==> src/bwpd_pkg.sv <==
`timescale 1ns / 1ps
// ----------------------------------------------------------------------------
// bwpd_pkg
// Types and constants for the sync-word packet deframer.
// ----------------------------------------------------------------------------
package bwpd_pkg;

	typedef enum logic [2:0] {
		ST_SYNC1 = 3'd0,
		ST_SYNC2 = 3'd1,
		ST_ID    = 3'd2,
		ST_COUNT = 3'd3,
		ST_FLAGS = 3'd4,
		ST_CSUM  = 3'd5,
		ST_DATA  = 3'd6,
		ST_WAKE  = 3'd7
	} hunt_state_t;

	typedef enum logic [1:0] {
		KIND_DATA    = 2'd0,
		KIND_HDR_ERR = 2'd1,
		KIND_WAKE    = 2'd2
	} kind_t;

	localparam logic [7:0]  SYNC_BYTE_0   = 8'hFF;
	localparam logic [7:0]  SYNC_BYTE_1   = 8'h81;
	localparam logic [15:0] SYNC_WORD     = 16'h81FF;
	localparam logic [7:0]  WAKE_BYTE_0   = 8'h45;
	localparam logic [7:0]  WAKE_BYTE_1   = 8'h41;
	localparam logic        REPLY_EN_RST  = 1'b1;

endpackage

==> src/binary_word_packet_deframer.sv <==
`timescale 1ns / 1ps
// ----------------------------------------------------------------------------
// binary_word_packet_deframer
// Byte-stream deframer: sync hunt, wake reply, header check, payload words with checksum.
// ----------------------------------------------------------------------------
// Usage:
//   Input channel (in_valid / in_stall / rx_byte) takes one byte per
//   transaction. Output channel (out_valid / out_stall / fields) gives at
//   most one result per accepted byte: a data word, a header checksum error
//   or a wake reply request.
//   A byte is decoded in the cycle it is accepted and its result sits in the
//   output register on the next cycle; throughput is 1 byte per cycle while
//   the receiver does not stall the output register.
//   in_stall is high only while the output register holds a result that the
//   receiver is stalling; draining that result frees the input in the same
//   cycle, so an unstalled stream runs at one byte every cycle.
//   cfg_write / cfg_data load reply_enable, which gates the wake reply.
//   Reset (arst_n low) returns the hunt to the first sync byte, empties the
//   output register and sets reply_enable to 1.
// ----------------------------------------------------------------------------
module binary_word_packet_deframer
	import bwpd_pkg::*;
(
	input  logic        clk,
	input  logic        arst_n,
	input  logic        cfg_write,
	input  logic        cfg_data,
	input  logic        in_valid,
	output logic        in_stall,
	input  logic [7:0]  rx_byte,
	output logic        out_valid,
	input  logic        out_stall,
	output logic [1:0]  kind,
	output logic [15:0] message_id,
	output logic [15:0] word_index,
	output logic [15:0] word_value,
	output logic        last,
	output logic        checksum_ok
);

	hunt_state_t state_q, state_d;
	logic        reply_en_q;
	logic        pending_q, pending_d;
	logic [7:0]  low_hold_q, low_hold_d;
	logic [15:0] cur_id_q, cur_id_d;
	logic [15:0] count_q, count_d;
	logic [15:0] hdr_sum_q, hdr_sum_d;
	logic [15:0] rcvd_q, rcvd_d;
	logic [15:0] pay_sum_q, pay_sum_d;

	logic        out_valid_q;
	kind_t       kind_q, kind_d;
	logic [15:0] id_out_q, id_out_d;
	logic [15:0] idx_out_q, idx_out_d;
	logic [15:0] val_out_q, val_out_d;
	logic        last_q, last_d;
	logic        ok_q, ok_d;

	logic        in_fire;
	logic        out_load;
	logic [15:0] word;
	logic        word_done;

	assign in_stall = out_valid_q & out_stall;
	assign in_fire  = in_valid & ~in_stall;
	assign word     = {rx_byte, low_hold_q};

	always_comb begin
		state_d   = state_q;
		pending_d = pending_q;
		low_hold_d = low_hold_q;
		cur_id_d  = cur_id_q;
		count_d   = count_q;
		hdr_sum_d = hdr_sum_q;
		rcvd_d    = rcvd_q;
		pay_sum_d = pay_sum_q;
		out_load  = 1'b0;
		kind_d    = KIND_DATA;
		id_out_d  = '0;
		idx_out_d = '0;
		val_out_d = '0;
		last_d    = 1'b0;
		ok_d      = 1'b0;
		word_done = 1'b0;

		if (state_q == ST_ID || state_q == ST_COUNT || state_q == ST_FLAGS ||
		    state_q == ST_CSUM || state_q == ST_DATA) begin
			word_done = pending_q;
			pending_d = ~pending_q;
			if (!pending_q) begin
				low_hold_d = rx_byte;
			end
		end

		unique case (state_q)
			ST_SYNC1: begin
				if (rx_byte == SYNC_BYTE_0) begin
					state_d = ST_SYNC2;
				end else if (rx_byte == WAKE_BYTE_0) begin
					state_d = ST_WAKE;
				end
			end
			ST_WAKE: begin
				if (rx_byte == WAKE_BYTE_1 && reply_en_q) begin
					out_load = 1'b1;
					kind_d   = KIND_WAKE;
				end
				state_d = ST_SYNC1;
			end
			ST_SYNC2: begin
				if (rx_byte == SYNC_BYTE_1) begin
					state_d   = ST_ID;
					hdr_sum_d = SYNC_WORD;
					pending_d = 1'b0;
				end else begin
					state_d = ST_SYNC1;
				end
			end
			ST_ID: begin
				if (word_done) begin
					cur_id_d  = word;
					hdr_sum_d = hdr_sum_q + word;
					state_d   = ST_COUNT;
				end
			end
			ST_COUNT: begin
				if (word_done) begin
					count_d   = word;
					hdr_sum_d = hdr_sum_q + word;
					state_d   = ST_FLAGS;
				end
			end
			ST_FLAGS: begin
				if (word_done) begin
					hdr_sum_d = hdr_sum_q + word;
					state_d   = ST_CSUM;
				end
			end
			ST_CSUM: begin
				if (word_done) begin
					if (word == 16'(-hdr_sum_q)) begin
						state_d   = ST_DATA;
						rcvd_d    = '0;
						pay_sum_d = '0;
					end else begin
						out_load = 1'b1;
						kind_d   = KIND_HDR_ERR;
						id_out_d = cur_id_q;
						state_d  = ST_SYNC1;
					end
				end
			end
			ST_DATA: begin
				if (word_done) begin
					out_load  = 1'b1;
					kind_d    = KIND_DATA;
					id_out_d  = cur_id_q;
					idx_out_d = rcvd_q;
					val_out_d = word;
					if (rcvd_q == count_q) begin
						last_d  = 1'b1;
						ok_d    = (word == 16'(-pay_sum_q));
						state_d = ST_SYNC1;
					end else begin
						pay_sum_d = pay_sum_q + word;
						rcvd_d    = rcvd_q + 16'd1;
					end
				end
			end
			default: begin
				state_d = ST_SYNC1;
			end
		endcase
	end

	always_ff @(posedge clk or negedge arst_n) begin
		if (!arst_n) begin
			state_q    <= ST_SYNC1;
			reply_en_q <= REPLY_EN_RST;
			pending_q  <= 1'b0;
			low_hold_q <= '0;
			cur_id_q   <= '0;
			count_q    <= '0;
			hdr_sum_q  <= '0;
			rcvd_q     <= '0;
			pay_sum_q  <= '0;
		end else begin
			if (cfg_write) begin
				reply_en_q <= cfg_data;
			end
			if (in_fire) begin
				state_q    <= state_d;
				pending_q  <= pending_d;
				low_hold_q <= low_hold_d;
				cur_id_q   <= cur_id_d;
				count_q    <= count_d;
				hdr_sum_q  <= hdr_sum_d;
				rcvd_q     <= rcvd_d;
				pay_sum_q  <= pay_sum_d;
			end
		end
	end

	always_ff @(posedge clk or negedge arst_n) begin
		if (!arst_n) begin
			out_valid_q <= 1'b0;
		end else if (in_fire && out_load) begin
			out_valid_q <= 1'b1;
		end else if (!out_stall) begin
			out_valid_q <= 1'b0;
		end
	end

	always_ff @(posedge clk) begin
		if (in_fire && out_load) begin
			kind_q    <= kind_d;
			id_out_q  <= id_out_d;
			idx_out_q <= idx_out_d;
			val_out_q <= val_out_d;
			last_q    <= last_d;
			ok_q      <= ok_d;
		end
	end

	assign out_valid   = out_valid_q;
	assign kind        = kind_q;
	assign message_id  = id_out_q;
	assign word_index  = idx_out_q;
	assign word_value  = val_out_q;
	assign last        = last_q;
	assign checksum_ok = ok_q;

	a_ok_only_on_last: assert property (@(posedge clk) disable iff (!arst_n)
		out_valid_q |-> (!ok_q || (last_q && kind_q == KIND_DATA)))
		else $error("checksum_ok set on a word that is not last");

	a_wake_fields_zero: assert property (@(posedge clk) disable iff (!arst_n)
		(out_valid_q && kind_q == KIND_WAKE) |->
		(id_out_q == '0 && idx_out_q == '0 && val_out_q == '0))
		else $error("wake reply carries nonzero fields");

	a_hdr_err_rehunt: assert property (@(posedge clk) disable iff (!arst_n)
		(in_fire && out_load && kind_d == KIND_HDR_ERR) |=> state_q == ST_SYNC1)
		else $error("header error did not return to sync hunt");

	a_last_rehunt: assert property (@(posedge clk) disable iff (!arst_n)
		(in_fire && out_load && last_d) |=> (state_q == ST_SYNC1 && out_valid_q))
		else $error("last word did not end the packet");

	a_no_overwrite: assert property (@(posedge clk) disable iff (!arst_n)
		(out_valid_q && out_stall) |=> ($stable(val_out_q) && $stable(kind_q)))
		else $error("stalled result overwritten");

endmodule
==> config.mk <==
export PLATFORM = sky130hd
export DESIGN_NAME = binary_word_packet_deframer
export DESIGN_NICKNAME = d
export VERILOG_FILES = /design/src/bwpd_pkg.sv /design/src/binary_word_packet_deframer.sv
export SDC_FILE = /design/constraint.sdc
export NUM_CORES = 1
export LEC_CHECK = 0
export BUFFER_PORTS_ARGS = -buffer_cell sky130_fd_sc_hd__buf_2
export CORE_ASPECT_RATIO = 0.7
export CORE_UTILIZATION = 45
export DETAILED_ROUTE_END_ITERATION = 7
export PLACE_DENSITY = 0.71
export SLEW_MARGIN = 10
export SYNTH_ARGS = -nofsm -noshare
export SYNTH_HDL_FRONTEND = slang
export SYNTH_SLANG_ARGS = --single-unit
==> constraint.sdc <==
create_clock -name clk -period 6.9 [get_ports clk]
set_input_delay 0.345 -clock clk [delete_from_list [all_inputs] [get_ports clk]]
set_output_delay 0.345 -clock clk [all_outputs]
set_load 0.005 [all_outputs]
==> flow_summary.ini <==
[logic_synthesis]
synth_cell_types = 66
synth_top_area_cell = dfrtp_1
syn_avg_cell_area_sq_um = 10.2
synth-seq-area-share = 0.463
yosysWarningCount = 0
ys_seq_elements = 146
synth.net_count = 880
yosys-top-cells-area = dfrtp_1 28%, edfxtp_1 18%, ha_1 5.0%
synth_edf_count = 52
synth_top_area_share = 0.275
async_reset_ff_frac = 0.644
synthFlopType = dfrtp_1
postSynthCellCount = 830
syn_area_sq_um = 8460

[timing]
setup_viol = 0
slew_viol_final = 0
maxSlewHeadroom = 0.317
worst_pin_slew_ns = 1.02
fmaxAchievable_mhz = 246
rsz0062_at_grt = no
hold_viol_final = 0
period_share = 0.590
tns_ns = 0
clock_skew_ns = 0.0114
fin_crit_ns = 4.07

[grt]
antenna_found_initial = 0
grt_max_degree = 79
grt.overflow.total = 0
grt_pass1_wl_um = 34200
track_usage = 0.230
grt_pass1_vias = 6242

[power]
power_density_nw_per_um2 = 454
power_uw = 4330
vdd_drop_max_uv = 236
p_leak_uw = 0.00426

[run_status]
outcome = complete, but fails checks
violations = design-rule violations

[cts]
cts_tree = done
clk_latency_ns = 0.43
cts_sinks = 146
clkTransAtPathRegs_ns = 0.07
cts_root_buffer = clkbuf_16
numCtsBuffers = 17
cts_max_path_buffers = 2
htreeDepth = 4

[floorplanning]
die_h_um = 117
die_area_sq_um = 19400
core_sq_um = 18200
die_w_um = 166
initial_core_util = 0.465
rows = 41
io_pins = 68

[drt]
dr_total_vias = 6707
ant_nets = 0
drt_first_pass_iters = 7
drt_iter0_drc = 801
drc = 10
post_drt_wl_per_cell_um = 18.6
viasPerCell = 5.92
routed_wirelength_um = 21100

[layout]
fin_nets = 933
antenna_cells = 0
syn_to_final_growth_pct = 12.8
drive_gt1_frac = 0.171
instances_no_fill = 1132

[critical_path]
cp-end-kind = flop
crit_fanout = 52
cp-startpoint = hdr_sum_q[1]
critical_path_class = flop to flop
required_ns = 6.96
crit_arrival_ns = 4.13
critPathLaunchType = flop
rr_startpoint = hdr_sum_q[1]

[placement]
portBuffers = 67
gp_congestion = 0.911
dp_hpwl_um = 14200
place_inst = 1099

[min_path]
min-delay-start = cfg_data
hold_class = input port to flop

[flow_run]
cap_violations = 0
-- routing by layer --
metal  GRT usage  vias to the layer above  wire length (um)
met5           0                        -                 0
met1       0.343                     3239             10400
li1            -                     3159                 -
met2       0.338                      284              8760
met4      0.0629                        0               277
met3      0.0451                       25              1680
-- final timing paths --
kind	endpoint	slack, ns	depth (start not counted)
max	checksum_ok	2.83	11
min	reply_en_q	0.15	2
max reg2reg	checksum_ok	2.83	11
min reg2reg	cur_id_q[1]	0.49	2
max in group asynchronous	rcvd_q[4]	5.30	3
min in group asynchronous	hdr_sum_q[5]	0.31	2
-- cells by family (layout without fill, tap and decap cells) --
group                      Yosys count  count (layout)  synth area share
AOI/OAI and AO/OA                  183             183             0.138
xor gates and xnor gates            79              79            0.0827
adders and majority gates           36              36            0.0550
buffers and inverters               66             132            0.0305
DFF                                146             146             0.463
muxes                               40              40            0.0528
and+or+nand+nor                    280             280             0.178
-- synthesized netlist by cell type, types with 12 or more instances --
cell type,number
dfrtp_1,93
o21ai_0,55
nand2_1,54
edfxtp_1,52
and3_1,50
nor2_1,48
xor2_1,43
mux2_2,37
clkbuf_1,35
xnor2_1,35
a21oi_1,34
ha_1,34
inv_1,27
nor3_1,26
nand3_1,24
and2_1,18
nor4_1,15
o31ai_1,14
o22a_1,12
-- flip-flops by register name (all words and copies together) (netlist names) --
signal,cells
last,1
rcvd_q,16
reply_en_q,1
pending_q,1
checksum_ok,1
state_q,3
message_id,16
cur_id_q,16
low_hold_q,8
count_q,16
kind,2
pay_sum_q,16
word_value,16
word_index,16
hdr_sum_q,16
out_valid,1
-- placed cells by master, fill, tap and decap left out, drive strengths merged, types with 36 or more instances in the layout --
master   n
and3    50
buf     72
dfrtp   93
edfxtp  52
mux2    37
nand2   54
nor2    48
o21ai   57
xnor2   36
xor2    43
-- stage by stage --
step                setup WS (ns)  instance area [sq um]  hold WS, ns   util
global placement             3.03                   8990        0.227  0.494
finish                       2.83                   9540        0.146  0.524
detailed placement           2.93                   8990        0.228  0.494
floorplan                    1.45                   8460       0.0494      -
CTS                          2.90                   9540        0.135  0.524
global route                 2.53                   9540        0.141  0.524
-- power breakdown --
group          internal (uW)  total, uW  switching, uW
Clock                    467        858            391
Combinational            882       1970           1090
Sequential              1120       1500            381
-- worst max-delay path, cell delays in order, from the launching register on --
cell and delay (ns):
dfrtp_1 0.42, inv_1 0.13, ha_1 0.23, nor4b_4 0.28
nand3b_2 0.16, or4b_4 0.55, xnor2_2 0.15, nand4_2 0.12
o21a_1 0.63, nand2_1 0.25, a31oi_4 0.17, buf_4 0.54
-- repair_timing --
| item | 4_1_cts | 5_1_grt |
|---|---|---|
| setup buffers | 0 | 0 |
| hold buffers | 1 | 0 |
| endpoints found under the hold margin | 15 | 0 |
| endpoints found under the setup margin | 0 | 0 |
| resized for setup | 0 | 0 |
-- final cells by class --
cell class	count	area, sq um
tap	236	295
multi-input combinational	618	4310
fill	1600	8670
clock inverter	13	105
inverter	27	101
timing repair buffer	73	385
clock buffer	19	433
sequential	146	3920
(Power assumes the default switching activity.)
